**src/hw/rtl/las_pkg.sv**
```systemverilog
// Shared widths, angle codes, tangent thresholds and stage payload types for the line snapper.
package las_pkg;

    // coordinate and fixed point format
    localparam int COORD_W   = 15;
    localparam int FRAC_BITS = 16;

    // magnitudes of dx/dy fit COORD_W unsigned bits; tangents stay below 4.0
    localparam int TAN_W  = FRAC_BITS + 2;
    localparam int PROD_W = TAN_W + COORD_W;
    localparam int SQR_W  = 2 * COORD_W;

    // radicand up to 3 * (a^2 + b^2); root keeps two spare bits over the coordinate
    localparam int ROOT_W = COORD_W + 2;
    localparam int RAD_W  = 2 * ROOT_W;

    // square root pipeline: root bits resolved per stage and resulting depth
    localparam int SQ_PER_STAGE = 2;
    localparam int SQ_STAGES    = (ROOT_W + SQ_PER_STAGE - 1) / SQ_PER_STAGE;

    // angle codes
    typedef enum logic [2:0] {
        ANG_NONE       = 3'd0,
        ANG_HORZ       = 3'd1,
        ANG_THIRTY     = 3'd2,
        ANG_FORTY_FIVE = 3'd3,
        ANG_SIXTY      = 3'd4,
        ANG_VERT       = 3'd5
    } t_angle;

    // payload that rides alongside the square root lanes
    typedef struct packed {
        logic signed [COORD_W-1:0] base_x;
        logic signed [COORD_W-1:0] base_y;
        t_angle                    angle;
        logic                      neg_x;
        logic                      neg_y;
    } t_side;

    // floor square root, used only at elaboration
    function automatic logic [63:0] f_isqrt(input logic [63:0] v_in);
        logic [63:0] v;
        logic [63:0] r;
        logic [63:0] b;
        v = v_in;
        r = 64'd0;
        b = 64'd1 << 62;
        for (int i = 0; i < 32; i++) begin
            if (v >= r + b) begin
                v = v - (r + b);
                r = (r >> 1) + b;
            end else begin
                r = r >> 1;
            end
            b = b >> 2;
        end
        return r;
    endfunction

    // Q30 to Q(FRAC_BITS), round half up
    function automatic logic [TAN_W-1:0] f_to_frac(input logic [63:0] q30);
        logic [63:0] t;
        t = (q30 + (64'd1 << (29 - FRAC_BITS))) >> (30 - FRAC_BITS);
        return t[TAN_W-1:0];
    endfunction

    localparam logic [63:0] Q_ONE = 64'd1 << 30;
    localparam logic [63:0] R2    = f_isqrt(64'd2 << 60);
    localparam logic [63:0] R3    = f_isqrt(64'd3 << 60);
    localparam logic [63:0] R6    = f_isqrt(64'd6 << 60);

    // midpoint tangent table, by pair of neighboring angles
    localparam int N_TAN = 7;
    localparam int TI_15 = 0;   // horizontal / thirty
    localparam int TI_22 = 1;   // horizontal / forty-five
    localparam int TI_37 = 2;   // thirty / forty-five
    localparam int TI_45 = 3;   // thirty / sixty
    localparam int TI_52 = 4;   // forty-five / sixty
    localparam int TI_67 = 5;   // forty-five / vertical
    localparam int TI_75 = 6;   // sixty / vertical

    localparam logic [TAN_W-1:0] TAN_MID [N_TAN] = '{
        f_to_frac(2 * Q_ONE - R3),
        f_to_frac(R2 - Q_ONE),
        f_to_frac((R6 + R3) - (R2 + 2 * Q_ONE)),
        f_to_frac(Q_ONE),
        f_to_frac((R6 + 2 * Q_ONE) - (R2 + R3)),
        f_to_frac(R2 + Q_ONE),
        f_to_frac(2 * Q_ONE + R3)
    };

endpackage

```
**src/hw/rtl/las_prep.sv**
```systemverilog
// Front stages: deltas, slope products, angle decision and radicand selection.
module las_prep
    import las_pkg::*;
(
    input  logic                      i_clk,
    input  logic                      i_rst_n,
    input  logic                      i_valid,
    output logic                      o_ready,
    input  logic signed [COORD_W-1:0] i_start_x,
    input  logic signed [COORD_W-1:0] i_start_y,
    input  logic signed [COORD_W-1:0] i_end_x,
    input  logic signed [COORD_W-1:0] i_end_y,
    input  logic                      i_snap_forty_five,
    input  logic                      i_snap_thirty_sixty,
    output logic                      o_valid,
    input  logic                      i_ready,
    output logic [RAD_W-1:0]          o_rad_x,
    output logic [RAD_W-1:0]          o_rad_y,
    output t_side                     o_side
);

    // stage enables: a stage loads when empty or when its contents move on
    logic w_en1, w_en2, w_en3;
    logic r_s1_v, r_s2_v, r_s3_v;

    assign w_en3   = !r_s3_v || i_ready;
    assign w_en2   = !r_s2_v || w_en3;
    assign w_en1   = !r_s1_v || w_en2;
    assign o_ready = w_en1;
    assign o_valid = r_s3_v;

    always_ff @(posedge i_clk) begin
        if (!i_rst_n) begin
            r_s1_v <= 1'b0;
            r_s2_v <= 1'b0;
            r_s3_v <= 1'b0;
        end else begin
            if (w_en1) r_s1_v <= i_valid;
            if (w_en2) r_s2_v <= r_s1_v;
            if (w_en3) r_s3_v <= r_s2_v;
        end
    end

    // stage 1: signed deltas and magnitudes
    logic [COORD_W:0] w_dx, w_dy, w_mag_x, w_mag_y;

    assign w_dx    = {i_end_x[COORD_W-1], i_end_x} - {i_start_x[COORD_W-1], i_start_x};
    assign w_dy    = {i_end_y[COORD_W-1], i_end_y} - {i_start_y[COORD_W-1], i_start_y};
    assign w_mag_x = w_dx[COORD_W] ? (~w_dx + 1'b1) : w_dx;
    assign w_mag_y = w_dy[COORD_W] ? (~w_dy + 1'b1) : w_dy;

    logic [COORD_W-1:0]        r_s1_a, r_s1_b;
    logic                      r_s1_neg_x, r_s1_neg_y, r_s1_f45, r_s1_f3060;
    logic signed [COORD_W-1:0] r_s1_sx, r_s1_sy, r_s1_ex, r_s1_ey;

    always_ff @(posedge i_clk) begin
        if (w_en1) begin
            r_s1_a     <= w_mag_y[COORD_W-1:0];
            r_s1_b     <= w_mag_x[COORD_W-1:0];
            r_s1_neg_x <= w_dx[COORD_W];
            r_s1_neg_y <= w_dy[COORD_W];
            r_s1_f45   <= i_snap_forty_five;
            r_s1_f3060 <= i_snap_thirty_sixty;
            r_s1_sx    <= i_start_x;
            r_s1_sy    <= i_start_y;
            r_s1_ex    <= i_end_x;
            r_s1_ey    <= i_end_y;
        end
    end

    // stage 2: threshold products and squares
    logic [PROD_W-1:0] n_tb [N_TAN];

    always_comb begin
        for (int i = 0; i < N_TAN; i++) begin
            n_tb[i] = PROD_W'(TAN_MID[i]) * PROD_W'(r_s1_b);
        end
    end

    logic [PROD_W-1:0]         r_s2_tb [N_TAN];
    logic [SQR_W-1:0]          r_s2_aa, r_s2_bb;
    logic [COORD_W-1:0]        r_s2_a;
    logic                      r_s2_neg_x, r_s2_neg_y, r_s2_f45, r_s2_f3060;
    logic signed [COORD_W-1:0] r_s2_sx, r_s2_sy, r_s2_ex, r_s2_ey;

    always_ff @(posedge i_clk) begin
        if (w_en2) begin
            r_s2_tb    <= n_tb;
            r_s2_aa    <= SQR_W'(r_s1_a) * SQR_W'(r_s1_a);
            r_s2_bb    <= SQR_W'(r_s1_b) * SQR_W'(r_s1_b);
            r_s2_a     <= r_s1_a;
            r_s2_neg_x <= r_s1_neg_x;
            r_s2_neg_y <= r_s1_neg_y;
            r_s2_f45   <= r_s1_f45;
            r_s2_f3060 <= r_s1_f3060;
            r_s2_sx    <= r_s1_sx;
            r_s2_sy    <= r_s1_sy;
            r_s2_ex    <= r_s1_ex;
            r_s2_ey    <= r_s1_ey;
        end
    end

    // stage 3: slope compares, angle pick, radicands and base point
    logic [N_TAN-1:0]  w_lt;
    logic [PROD_W-1:0] w_a_sh;
    logic [SQR_W:0]    w_sum;
    logic [RAD_W-1:0]  w_s1, w_s2, w_s3;
    t_angle            n_angle;
    logic [RAD_W-1:0]  n_rad_x, n_rad_y;
    t_side             n_side;

    assign w_a_sh = PROD_W'({r_s2_a, {FRAC_BITS{1'b0}}});
    assign w_sum  = {1'b0, r_s2_aa} + {1'b0, r_s2_bb};
    assign w_s1   = RAD_W'(w_sum);
    assign w_s2   = RAD_W'({w_sum, 1'b0});
    assign w_s3   = w_s1 + w_s2;

    always_comb begin
        for (int i = 0; i < N_TAN; i++) begin
            w_lt[i] = w_a_sh < r_s2_tb[i];
        end
    end

    // first allowed angle whose upper midpoint beats the slope
    always_comb begin
        priority if (!r_s2_f45 && !r_s2_f3060) begin
            n_angle = ANG_NONE;
        end else if (!r_s2_f3060) begin
            priority if (w_lt[TI_22]) n_angle = ANG_HORZ;
            else if (w_lt[TI_67])     n_angle = ANG_FORTY_FIVE;
            else                      n_angle = ANG_VERT;
        end else if (!r_s2_f45) begin
            priority if (w_lt[TI_15]) n_angle = ANG_HORZ;
            else if (w_lt[TI_45])     n_angle = ANG_THIRTY;
            else if (w_lt[TI_75])     n_angle = ANG_SIXTY;
            else                      n_angle = ANG_VERT;
        end else begin
            priority if (w_lt[TI_15]) n_angle = ANG_HORZ;
            else if (w_lt[TI_37])     n_angle = ANG_THIRTY;
            else if (w_lt[TI_52])     n_angle = ANG_FORTY_FIVE;
            else if (w_lt[TI_75])     n_angle = ANG_SIXTY;
            else                      n_angle = ANG_VERT;
        end
    end

    // radicands are 4c * (dx^2 + dy^2); base is the point the offset adds to
    always_comb begin
        n_side.angle = n_angle;
        n_side.neg_x = r_s2_neg_x;
        n_side.neg_y = r_s2_neg_y;
        n_rad_x      = '0;
        n_rad_y      = '0;
        unique case (n_angle)
            ANG_NONE: begin
                n_side.base_x = r_s2_ex;
                n_side.base_y = r_s2_ey;
            end
            ANG_HORZ: begin
                n_side.base_x = r_s2_ex;
                n_side.base_y = r_s2_sy;
            end
            ANG_VERT: begin
                n_side.base_x = r_s2_sx;
                n_side.base_y = r_s2_ey;
            end
            ANG_THIRTY: begin
                n_side.base_x = r_s2_sx;
                n_side.base_y = r_s2_sy;
                n_rad_x       = w_s3;
                n_rad_y       = w_s1;
            end
            ANG_FORTY_FIVE: begin
                n_side.base_x = r_s2_sx;
                n_side.base_y = r_s2_sy;
                n_rad_x       = w_s2;
                n_rad_y       = w_s2;
            end
            ANG_SIXTY: begin
                n_side.base_x = r_s2_sx;
                n_side.base_y = r_s2_sy;
                n_rad_x       = w_s1;
                n_rad_y       = w_s3;
            end
            default: begin
                n_side.base_x = r_s2_ex;
                n_side.base_y = r_s2_ey;
            end
        endcase
    end

    logic [RAD_W-1:0] r_s3_rad_x, r_s3_rad_y;
    t_side            r_s3_side;

    always_ff @(posedge i_clk) begin
        if (w_en3) begin
            r_s3_rad_x <= n_rad_x;
            r_s3_rad_y <= n_rad_y;
            r_s3_side  <= n_side;
        end
    end

    assign o_rad_x = r_s3_rad_x;
    assign o_rad_y = r_s3_rad_y;
    assign o_side  = r_s3_side;

endmodule

```
**src/hw/rtl/las_sqrt.sv**
```systemverilog
// Pipelined two-lane floor square root, digit recurrence, side payload carried along.
module las_sqrt
    import las_pkg::*;
(
    input  logic              i_clk,
    input  logic              i_rst_n,
    input  logic              i_valid,
    output logic              o_ready,
    input  logic [RAD_W-1:0]  i_rad_x,
    input  logic [RAD_W-1:0]  i_rad_y,
    input  t_side             i_side,
    output logic              o_valid,
    input  logic              i_ready,
    output logic [ROOT_W-1:0] o_root_x,
    output logic [ROOT_W-1:0] o_root_y,
    output t_side             o_side
);

    localparam int LAST = SQ_STAGES - 1;

    // partial remainder, partial root and radicand bits still to consume
    typedef struct packed {
        logic [ROOT_W:0]   rem;
        logic [ROOT_W-1:0] root;
        logic [RAD_W-1:0]  rad;
    } t_sq;

    // one root bit: bring down two radicand bits, try 4*root+1
    function automatic t_sq f_step(input t_sq s);
        logic [ROOT_W+2:0] cur;
        logic [ROOT_W+2:0] trial;
        logic [ROOT_W+2:0] diff;
        t_sq               o;
        cur   = {s.rem, s.rad[RAD_W-1 -: 2]};
        trial = {1'b0, s.root, 2'b01};
        diff  = cur - trial;
        o.rad = {s.rad[RAD_W-3:0], 2'b00};
        if (cur >= trial) begin
            o.rem  = diff[ROOT_W:0];
            o.root = {s.root[ROOT_W-2:0], 1'b1};
        end else begin
            o.rem  = cur[ROOT_W:0];
            o.root = {s.root[ROOT_W-2:0], 1'b0};
        end
        return o;
    endfunction

    logic [SQ_STAGES:0] w_en;
    logic               r_v [SQ_STAGES];
    t_sq                n_sq [SQ_STAGES][2];
    t_sq                r_sq [SQ_STAGES][2];
    t_side              r_side [SQ_STAGES];

    assign w_en[SQ_STAGES] = i_ready;
    assign o_ready         = w_en[0];
    assign o_valid         = r_v[LAST];

    for (genvar k = 0; k < SQ_STAGES; k++) begin : g_stage
        logic  w_v_in;
        t_sq   w_sq_in [2];
        t_side w_side_in;

        assign w_en[k] = !r_v[k] || w_en[k+1];

        // stage inputs: the request ports for the first stage, else the stage before
        if (k == 0) begin : g_first
            assign w_v_in     = i_valid;
            assign w_sq_in[0] = {{(ROOT_W + 1){1'b0}}, {ROOT_W{1'b0}}, i_rad_x};
            assign w_sq_in[1] = {{(ROOT_W + 1){1'b0}}, {ROOT_W{1'b0}}, i_rad_y};
            assign w_side_in  = i_side;
        end else begin : g_next
            assign w_v_in     = r_v[k-1];
            assign w_sq_in[0] = r_sq[k-1][0];
            assign w_sq_in[1] = r_sq[k-1][1];
            assign w_side_in  = r_side[k-1];
        end

        // valid bit per stage
        always_ff @(posedge i_clk) begin
            if (!i_rst_n) begin
                r_v[k] <= 1'b0;
            end else if (w_en[k]) begin
                r_v[k] <= w_v_in;
            end
        end

        for (genvar l = 0; l < 2; l++) begin : g_lane
            // steps resolved in this stage
            always_comb begin
                t_sq w;
                w = w_sq_in[l];
                for (int j = 0; j < SQ_PER_STAGE; j++) begin
                    if (k * SQ_PER_STAGE + j < ROOT_W) w = f_step(w);
                end
                n_sq[k][l] = w;
            end

            always_ff @(posedge i_clk) begin
                if (w_en[k]) r_sq[k][l] <= n_sq[k][l];
            end
        end

        // side payload
        always_ff @(posedge i_clk) begin
            if (w_en[k]) r_side[k] <= w_side_in;
        end
    end

    assign o_root_x = r_sq[LAST][0].root;
    assign o_root_y = r_sq[LAST][1].root;
    assign o_side   = r_side[LAST];

endmodule

```
**src/hw/rtl/las_finish.sv**
```systemverilog
// Output stage: round the roots, apply signs, add to the start point and clamp.
module las_finish
    import las_pkg::*;
(
    input  logic                      i_clk,
    input  logic                      i_rst_n,
    input  logic                      i_valid,
    output logic                      o_ready,
    input  logic [ROOT_W-1:0]         i_root_x,
    input  logic [ROOT_W-1:0]         i_root_y,
    input  t_side                     i_side,
    output logic                      o_valid,
    input  logic                      i_ready,
    output logic signed [COORD_W-1:0] o_snapped_x,
    output logic signed [COORD_W-1:0] o_snapped_y,
    output logic [2:0]                o_chosen_angle,
    output logic                      o_saturated
);

    localparam int SUM_W = ROOT_W + 2;
    localparam logic signed [SUM_W-1:0] LIM_HI =
        {{(SUM_W - COORD_W + 1){1'b0}}, {(COORD_W - 1){1'b1}}};
    localparam logic signed [SUM_W-1:0] LIM_LO =
        {{(SUM_W - COORD_W + 1){1'b1}}, {(COORD_W - 1){1'b0}}};

    logic r_valid;
    logic w_en;

    assign w_en    = !r_valid || i_ready;
    assign o_ready = w_en;
    assign o_valid = r_valid;

    always_ff @(posedge i_clk) begin
        if (!i_rst_n) begin
            r_valid <= 1'b0;
        end else if (w_en) begin
            r_valid <= i_valid;
        end
    end

    // offsets: round half up of the root, then signed
    logic [ROOT_W:0]          w_rx1, w_ry1;
    logic signed [SUM_W-1:0]  w_kx, w_ky, w_bx, w_by, w_sum_x, w_sum_y;
    logic                     w_diag, w_hi_x, w_lo_x, w_hi_y, w_lo_y;

    assign w_rx1 = {1'b0, i_root_x} + 1'b1;
    assign w_ry1 = {1'b0, i_root_y} + 1'b1;
    assign w_kx  = {{(SUM_W - ROOT_W){1'b0}}, w_rx1[ROOT_W:1]};
    assign w_ky  = {{(SUM_W - ROOT_W){1'b0}}, w_ry1[ROOT_W:1]};
    assign w_bx  = {{(SUM_W - COORD_W){i_side.base_x[COORD_W-1]}}, i_side.base_x};
    assign w_by  = {{(SUM_W - COORD_W){i_side.base_y[COORD_W-1]}}, i_side.base_y};

    assign w_sum_x = i_side.neg_x ? (w_bx - w_kx) : (w_bx + w_kx);
    assign w_sum_y = i_side.neg_y ? (w_by - w_ky) : (w_by + w_ky);

    assign w_hi_x = w_sum_x > LIM_HI;
    assign w_lo_x = w_sum_x < LIM_LO;
    assign w_hi_y = w_sum_y > LIM_HI;
    assign w_lo_y = w_sum_y < LIM_LO;

    assign w_diag = (i_side.angle == ANG_THIRTY) || (i_side.angle == ANG_FORTY_FIVE)
                 || (i_side.angle == ANG_SIXTY);

    // pick pass-through or clamped diagonal result
    logic signed [COORD_W-1:0] n_x, n_y;
    logic                      n_sat;

    always_comb begin
        n_x   = i_side.base_x;
        n_y   = i_side.base_y;
        n_sat = 1'b0;
        if (w_diag) begin
            priority if (w_hi_x) n_x = LIM_HI[COORD_W-1:0];
            else if (w_lo_x)     n_x = LIM_LO[COORD_W-1:0];
            else                 n_x = w_sum_x[COORD_W-1:0];
            priority if (w_hi_y) n_y = LIM_HI[COORD_W-1:0];
            else if (w_lo_y)     n_y = LIM_LO[COORD_W-1:0];
            else                 n_y = w_sum_y[COORD_W-1:0];
            n_sat = w_hi_x || w_lo_x || w_hi_y || w_lo_y;
        end
    end

    logic signed [COORD_W-1:0] r_x, r_y;
    t_angle                    r_angle;
    logic                      r_sat;

    always_ff @(posedge i_clk) begin
        if (w_en) begin
            r_x     <= n_x;
            r_y     <= n_y;
            r_angle <= i_side.angle;
            r_sat   <= n_sat;
        end
    end

    assign o_snapped_x    = r_x;
    assign o_snapped_y    = r_y;
    assign o_chosen_angle = r_angle;
    assign o_saturated    = r_sat;

endmodule

```
**src/hw/rtl/line_angle_snap_unit.sv**
```systemverilog
// Top level of the line end point angle snapper.
// Takes one request per cycle while no stall backs up to the input, and returns one result
// per request, in order: three front stages form the deltas, the slope products and the
// angle decision, the two-lane square root resolves two root bits per stage (SQ_STAGES =
// ceil((COORD_W + 2) / 2)), and one stage rounds, signs and clamps. Every stage holds its
// own valid bit, so a stall on the output only backs up as far as the first empty stage.
// With both snap flags low the end point passes through; horizontal and vertical snaps
// never set saturated.
module line_angle_snap_unit
    import las_pkg::*;
(
    input  logic                      i_clk,
    input  logic                      i_rst_n,
    input  logic                      i_valid,
    output logic                      o_ready,
    input  logic signed [COORD_W-1:0] i_start_x,
    input  logic signed [COORD_W-1:0] i_start_y,
    input  logic signed [COORD_W-1:0] i_end_x,
    input  logic signed [COORD_W-1:0] i_end_y,
    input  logic                      i_snap_forty_five,
    input  logic                      i_snap_thirty_sixty,
    output logic                      o_valid,
    input  logic                      i_ready,
    output logic signed [COORD_W-1:0] o_snapped_x,
    output logic signed [COORD_W-1:0] o_snapped_y,
    output logic [2:0]                o_chosen_angle,
    output logic                      o_saturated
);

    // front stages to square root
    logic             w_pv, w_pr;
    logic [RAD_W-1:0] w_rad_x, w_rad_y;
    t_side            w_pside;

    las_prep u_prep (
        .i_clk               (i_clk),
        .i_rst_n             (i_rst_n),
        .i_valid             (i_valid),
        .o_ready             (o_ready),
        .i_start_x           (i_start_x),
        .i_start_y           (i_start_y),
        .i_end_x             (i_end_x),
        .i_end_y             (i_end_y),
        .i_snap_forty_five   (i_snap_forty_five),
        .i_snap_thirty_sixty (i_snap_thirty_sixty),
        .o_valid             (w_pv),
        .i_ready             (w_pr),
        .o_rad_x             (w_rad_x),
        .o_rad_y             (w_rad_y),
        .o_side              (w_pside)
    );

    // square root to output stage
    logic              w_qv, w_qr;
    logic [ROOT_W-1:0] w_root_x, w_root_y;
    t_side             w_qside;

    las_sqrt u_sqrt (
        .i_clk    (i_clk),
        .i_rst_n  (i_rst_n),
        .i_valid  (w_pv),
        .o_ready  (w_pr),
        .i_rad_x  (w_rad_x),
        .i_rad_y  (w_rad_y),
        .i_side   (w_pside),
        .o_valid  (w_qv),
        .i_ready  (w_qr),
        .o_root_x (w_root_x),
        .o_root_y (w_root_y),
        .o_side   (w_qside)
    );

    las_finish u_finish (
        .i_clk          (i_clk),
        .i_rst_n        (i_rst_n),
        .i_valid        (w_qv),
        .o_ready        (w_qr),
        .i_root_x       (w_root_x),
        .i_root_y       (w_root_y),
        .i_side         (w_qside),
        .o_valid        (o_valid),
        .i_ready        (i_ready),
        .o_snapped_x    (o_snapped_x),
        .o_snapped_y    (o_snapped_y),
        .o_chosen_angle (o_chosen_angle),
        .o_saturated    (o_saturated)
    );

`ifndef SYNTHESIS
    // input can only back up when a finished result is held at the output
    a_stall_source: assert property (@(posedge i_clk)
        !o_ready |-> (o_valid && !i_ready))
        else $error("input stalled without a held result");

    // clamping only happens on diagonal snaps
    a_sat_diag: assert property (@(posedge i_clk) disable iff (!i_rst_n)
        (o_valid && o_saturated) |-> ((o_chosen_angle == ANG_THIRTY)
            || (o_chosen_angle == ANG_FORTY_FIVE) || (o_chosen_angle == ANG_SIXTY)))
        else $error("saturated set on a non-diagonal result");

    // reset empties the pipeline
    a_reset_empty: assert property (@(posedge i_clk)
        !i_rst_n |=> !o_valid)
        else $error("result valid right after reset");
`endif

endmodule

```
**config.mk**
```make
export PLATFORM = sky130hd
export DESIGN_NAME = line_angle_snap_unit
export DESIGN_NICKNAME = d
export VERILOG_FILES = /design/src/hw/rtl/las_pkg.sv /design/src/hw/rtl/las_prep.sv /design/src/hw/rtl/las_sqrt.sv /design/src/hw/rtl/las_finish.sv /design/src/hw/rtl/line_angle_snap_unit.sv
export SDC_FILE = /design/constraint.sdc
export NUM_CORES = 2
export LEC_CHECK = 0
export BUFFER_PORTS_ARGS = -buffer_cell sky130_fd_sc_hd__buf_2
export CAP_MARGIN = 20
export CORE_MARGIN = 5
export CORE_UTILIZATION = 45
export DETAILED_ROUTE_END_ITERATION = 12
export GPL_TIMING_DRIVEN = 0
export PLACE_DENSITY = 0.61
export SLEW_MARGIN = 10
export SYNTH_ARGS = -nofsm -noshare
export SYNTH_HDL_FRONTEND = slang
export SYNTH_SLANG_ARGS = --single-unit
```
**constraint.sdc**
```tcl
create_clock -name i_clk -period 16.5 [get_ports i_clk]
set_input_delay 3.3 -clock i_clk [delete_from_list [all_inputs] [get_ports i_clk]]
set_output_delay 3.3 -clock i_clk [all_outputs]
set_load 0.1 [all_outputs]
```
== Word level (Yosys, flattened, before mapping) ==
Memories as Yosys holds them, arrays and structs flattened.
Index checks and enable logic that the tools add are counted.
Widths: inputs -> output; s select.

* $add $sub $neg: 46
* Multiply operators: 8
* Order comparisons: 45
* Equal/unequal tests: 8
* Multiplexer cells: 104
* Bitwise gates (word level): 11
* Reductions and logical operators: 35

{| class="wikitable"
|+ Operator list
! cell !! number
|-
| $mux 35 || 34
|-
| $ge 20x19->1 || 32
|-
| $sub 18x18->18 || 32
|-
| $pmux 34 s3 || 2
|-
| $mux 15 || 8
|-
| $pmux 30 s3 || 1
|-
| $mul 12x15->27 const A || 3
|-
| $lt 31x33->1 || 2
|-
| $lt 31x30->1 || 2
|-
| $lt 31x31->1 || 2
|-
| $mul 15x15->30 || 2
|-
| $mux 1 || 47
|-
| $add 15x18->19 || 2
|-
| $gt 19x15->1 const B || 2
|-
| $lt 19x15->1 const B || 2
|-
| $mux 19 || 2
|-
| $sub 15x18->19 || 2
|-
| $add 17x1->18 const B || 2
|-
| $add 31x32->33 || 1
|-
| $lt 31x32->1 || 1
|-
| $mul 17x15->32 const A || 1
|-
| $sub 15x15->16 || 2
|-
| $add 30x30->31 || 1
|-
| $add 15x1->15 const B || 2
|-
| 14 further kinds || 70
|}

* Register bits after elaboration: 561
* Bits in writable memories: 1530
* Input bits: 66
* Output and inout port bits: 36
* Word-level logic and storage cells: 303
* Memories: 3

{| class="wikitable"
|+ Memories
! name !! depth !! bits a word !! read ports !! clocked after Yosys merged registers in !! write ports !! line !! source
|-
| u_sqrt.r_sq || 9 || 134 || 9 || 0 || 9 || las_sqrt.sv:51 || <nowiki>t_sq r_sq [SQ_STAGES][2];</nowiki>
|-
| u_sqrt.r_side || 9 || 35 || 9 || 0 || 9 || las_sqrt.sv:52 || <nowiki>t_side r_side [SQ_STAGES];</nowiki>
|-
| u_sqrt.r_v || 9 || 1 || 9 || 0 || 9 || las_sqrt.sv:49 || <nowiki>logic r_v [SQ_STAGES];</nowiki>
|}

== Logic depth before layout (Yosys ltp) ==
* Depth after elaboration: 15
* Gate-level depth with buffers: 24
* Depth with buffers taken out: 24

== Modules after synthesis ==
A second synthesis with hierarchy kept.

* Cells, all modules: 10342
* Area, all modules: 114069.4 um2

{| class="wikitable"
|+ Modules (own cells, without submodules)
! module !! instances !! cells each !! area an instance (um2)
|-
| las_prep || 1 || 5139 || 54768.8
|-
| las_sqrt || 1 || 4492 || 53852.9
|-
| las_finish || 1 || 711 || 5447.7
|}

== Worst setup path before layout ==
No wires, ideal clock.

* Path kind: input port to flip-flop
* From: input i_ready
* To: register u_prep.r_s2_a[0], enable pin
* Arrival: 13087 ps
* Setup slack: 1100 ps
* Stages on the path: 8
* Cells stage by stage: nor2b_1 -> and3_1 -> nand3_1 -> nor2_1 -> and3_1 -> and2_1 -> and3_1 -> nand2_1

* Word-level cells in the longest chain between the ends: 12

{| class="wikitable"
|+ Ends and longest elaborated chain
! item !! line !! source
|-
| start: declaration || line_angle_snap_unit.sv:23 || <nowiki>input logic i_ready,</nowiki>
|-
| $logic_or 1x1->1 || las_finish.sv:29 || <nowiki>assign w_en = !r_valid || i_ready;</nowiki>
|-
| $logic_or 1x1->1 (4 in a row) || las_sqrt.sv:63 || <nowiki>assign w_en[k] = !r_v[k] || w_en[k+1];</nowiki>
|-
| net u_sqrt.w_en[5] || las_sqrt.sv:48 || <nowiki>logic [SQ_STAGES:0] w_en;</nowiki>
|-
| $logic_or 1x1->1 (5 in a row) || las_sqrt.sv:63 ||
|-
| $logic_or 1x1->1 || las_prep.sv:26 || <nowiki>assign w_en3 = !r_s3_v || i_ready;</nowiki>
|-
| $logic_or 1x1->1 || las_prep.sv:27 || <nowiki>assign w_en2 = !r_s2_v || w_en3;</nowiki>
|-
| net u_prep.w_en2 || las_prep.sv:23 || <nowiki>logic w_en1, w_en2, w_en3;</nowiki>
|-
| end signal: assignment || las_prep.sv:91 || <nowiki>r_s2_a <= r_s1_a;</nowiki>
|-
| end: declaration || las_prep.sv:82 || <nowiki>logic [COORD_W-1:0] r_s2_a;</nowiki>
|}

The timed path passes the listed nets, and every way through them passes these cells.
A chain may end at the register's enable or synchronous reset.

== Worst setup path after layout ==
* From: input i_ready
* To: output o_ready

* Word-level cells in the longest chain between the ends: 13

{| class="wikitable"
|+ Ends and longest elaborated chain
! item !! line !! source
|-
| $logic_or 1x1->1 || las_finish.sv:29 ||
|-
| $logic_or 1x1->1 (4 in a row) || las_sqrt.sv:63 ||
|-
| net u_sqrt.w_en[5] || las_sqrt.sv:48 ||
|-
| $logic_or 1x1->1 (5 in a row) || las_sqrt.sv:63 ||
|-
| $logic_or 1x1->1 || las_prep.sv:26 ||
|-
| $logic_or 1x1->1 || las_prep.sv:27 ||
|-
| $logic_or 1x1->1 || las_prep.sv:28 || <nowiki>assign w_en1 = !r_s1_v || w_en2;</nowiki>
|-
| end: declaration || line_angle_snap_unit.sv:15 || <nowiki>output logic o_ready,</nowiki>
|}

The timed path passes the listed nets, and every way through them passes these cells.

==> qor.csv <==
stage;metric;value;unit
drt;Vias;73600;
cells_and_area;final instance area;122000;µm²
min_path;Hold Crit Class;reg2reg;
synthesis;synth top area cells;edfxtp_1 (42%), ha_1 (14%), fa_1 (10%);
critical_path;CP most frequent cell;and3_1;
synthesis;post-synthesis cell type count;106;
synthesis;Avg Inst Size Synth;11.3;µm²
sta;Final Cycle Share;63.1;%
die;Core ar.;243000;µm²
cts;TritonCTS Buffers;169;
synthesis;complex-gate fraction of the synthesized area;11.0;%
synthesis;Synth top area share;42.1;%
critical_path;launching point of the worst reg2reg path;u_prep.r_s1_b[12];
sta;final hold violations;0;
drt;DR pass1 iterations;6;
cts;clock root buffer;clkbuf_16;
critical_path;Worst setup SP type;input pin;
die;Ports;102;
cts;Post-CTS Resized;0;
critical_path;Data arrival, critical path;7.12;ns
cts;clock-pin slew on the worst setup and hold paths;0.06;ns
sta;Layout Skew;0.0820;ns
drt;initial detailed-routing violation count;4524;
die;die area;255000;µm²
critical_path;crit-path cells;buf_2, nor2b_1, and3_1, nand3_4, nor2_1, and3_1, and2_1, and3_1, nand3_4, buf_2;
critical_path;Crit path buffers/inverters;2;
synthesis;EDFF count, synth;1545;
cts;hold buffers post-CTS;0;
die;Rows;181;
global_route;vias in the first global route;75400;
cells_and_area;Filler cells;21500;
die;chip width;505;µm
cts;clock latency on the worst-skew pair;0.82;ns
critical_path;CP max FO;39;
sta;Slew @ Worst Pin;1.14;ns
critical_path;Reg2Reg Capture Point;u_prep.r_s2_bb[29];
min_path;worst hold endpoint;u_sqrt.r_sq[1][97];
cells_and_area;share of cells above drive strength 1;6.14;%
synthesis;Seq/Total Area, Yosys;42.2;%
synthesis;Warnings, synthesis;0;
synthesis;main combinational cell family by area after synthesis;adder cells;
synthesis;Post-Syn Area;110000;µm²
sta;# setup viols final;0;
place;setup slack at placement;6.06;ns
synthesis;Post-Synth XOR/XNOR Area;5.67;%
cts;htree depth;4;
die;Die H;505;µm
synthesis;post-synthesis simple-gate area fraction;10.3;%
cts;clk sink count;1550;
critical_path;Req. time, crit path;13.20;ns
place;HPWL reported at the end of detailed placement;219000;µm
cells_and_area;Multi-input gate area;58400;µm²
flow_run;maxcap violations;0;
cells_and_area;area growth from synthesis to layout;10.4;%
global_route;largest net degree at the start of global routing;90;
synthesis;register bit total from synthesis;1550;
synthesis;largest area contributor in the netlist;edfxtp_1;
cts;TritonCTS clock tree;built;
cells_and_area;Nets;12000;
synthesis;mux cell area share after synthesis;1.16;%
sta;Slew HR;24.0;%
cts;setup bufs post-CTS;0;
critical_path;Top delay family on crit path;simple AND/OR/NAND/NOR gates;
critical_path;CP max-delay cell;nor2_1;
synthesis;Async S/R FF share, synth;0;%
drt;Vias/cell;5.47;
critical_path;max incr delay on CP;0.57;ns
synthesis;Cells after Synth;9786;
synthesis;net count after synthesis;11700;
cells_and_area;final core utilization;49.9;%
status;status;finished, final reports clean;
synthesis;top_reg_cell synth;edfxtp_1;
place;port bufs;101;
drt;post-DR wirelength/cell;20.4;µm
cells_and_area;most common cell after layout, fill and taps aside;edfxtp_1;
critical_path;path depth of the worst reg2reg path;23;
critical_path;Worst Setup SP;i_ready;
critical_path;critical path class;in2out;
min_path;Hold Path Cell Cnt;0;
global_route;global-route wire length before repair;427000;µm
die;initial core utilization;45.2;%
global_route;gr usage total;21.3;%
synthesis;adder-cell share of the synthesized area;24.8;%
cells_and_area;Seq. cell area;46500;µm²
global_route;GRT overflow;0;
sta;fmax;96.0;MHz
cells_and_area;most frequent cells in the layout;edfxtp_1 (1,545), inv_1 (1,268), ha_1 (1,261);
min_path;worst hold start;u_sqrt.r_sq[0][93];
drt;DRC Markers;0;
sta;Tmin final;10.42;ns
critical_path;worst reg-to-reg setup slack;8.14;ns
global_route;initial antenna violation count;7;
sta;RSZ-0062 raised after global routing;false;
place;Area after DPL;116000;µm²
sta;Final Max Slew Viols;0;
sta;PnR worst setup slack;6.08;ns
drt;Final ANT Viol Nets;0;
critical_path;Setup crit end kind;output port;
cts;maximum root-to-sink buffer count;3;
place;Placer Congestion;0.915;
drt;Routed WL;275000;µm
-- layer usage --
| metal | track usage, % | up-vias | share of wire [%] |
|---|---|---|---|
| li1 | - | 35500 | - |
| met2 | 37.2 | 1582 | 49 |
| met3 | 2.63 | 568 | 3.9 |
| met5 | 0 | - | 0 |
| met4 | 9.69 | 0 | 5.2 |
| met1 | 26.5 | 35900 | 42 |
-- final cells by class --
| cell class | instances | share of cell area (%) |
|---|---|---|
| multi-input cells | 6816 | 48.0 |
| flip-flops and latches | 1550 | 38.2 |
| inverters | 1283 | 3.98 |
| clock buffers | 189 | 3.56 |
| well taps | 3202 | 3.30 |
| repair buffers | 151 | 1.33 |
| clock inverters | 120 | 1.13 |
| plain buffers | 137 | 0.448 |
| diodes | 6 | 0.0124 |
-- Yosys cell counts, types with 83 or more instances --
master / n
nor3_1: 171
edfxtp_1: 1545
fa_1: 577
and2_1: 121
a21o_1: 180
a21oi_1: 546
nand3_1: 174
inv_1: 1273
o21ai_0: 352
clkbuf_1: 109
xnor2_1: 490
nand4_1: 93
nand2b_1: 89
xor2_1: 223
o21a_1: 118
nor2b_1: 100
ha_1: 1261
nor2_1: 636
nand2_1: 526
mux2_2: 83
-- metrics by stage --
step / TNS (ns) / cells / hold WS [ns]
after CTS: 0 / 13400 / 0.356
after global placement: -1352.65 / 13100 / 0.401
final: 0 / 13500 / 0.361
after global routing: 0 / 13500 / 0.365
after floorplan: 0 / 9786 / 0.400
after detailed placement: 0 / 13100 / 0.405
-- cells by family (layout without fill, tap and decap cells) --
logic type | after synthesis | in the layout
buffers and inverters | 1420 | 1880
AO/OA/AOI/OAI | 1860 | 1860
multiplexers | 116 | 116
other | 0 | 6
adder cells (fa/ha/maj) | 1838 | 1838
XOR/XNOR | 713 | 713
AND/OR/NAND/NOR | 2289 | 2289
flip-flops | 1550 | 1550
-- sequential cells by signal, indices dropped and copies added (netlist names), 3 cells and up --
register	cells
u_prep.r_s1_ex	15
u_finish.o_chosen_angle	3
u_finish.o_snapped_x	15
u_prep.r_s2_sy	15
u_prep.r_s2_aa	28
u_prep.r_s1_sx	15
u_prep.r_s1_a	15
u_prep.o_rad_y	33
u_prep.r_s2_tb	170
u_prep.r_s2_ey	15
u_sqrt.r_side	315
u_prep.r_s2_a	15
u_prep.o_rad_x	32
u_prep.o_side	35
u_prep.r_s1_ey	15
u_sqrt.r_sq	688
u_prep.r_s1_b	15
u_prep.r_s2_bb	29
u_sqrt.r_v	9
u_finish.o_snapped_y	15
u_prep.r_s2_sx	15
u_prep.r_s1_sy	15
u_prep.r_s2_ex	15
-- worst max path at each step --
stage                         endpoint  cells past startpoint
detailed placement             o_ready                     10
finish                         o_ready                     10
global route                   o_ready                     10
global placement    u_prep.r_s2_tb[51]                      9
CTS                            o_ready                     10
floorplan             u_prep.r_s2_a[0]                      8
Power is not shown: default switching activity piles up to over one toggle a cycle in this logic, so the estimate is an artifact.
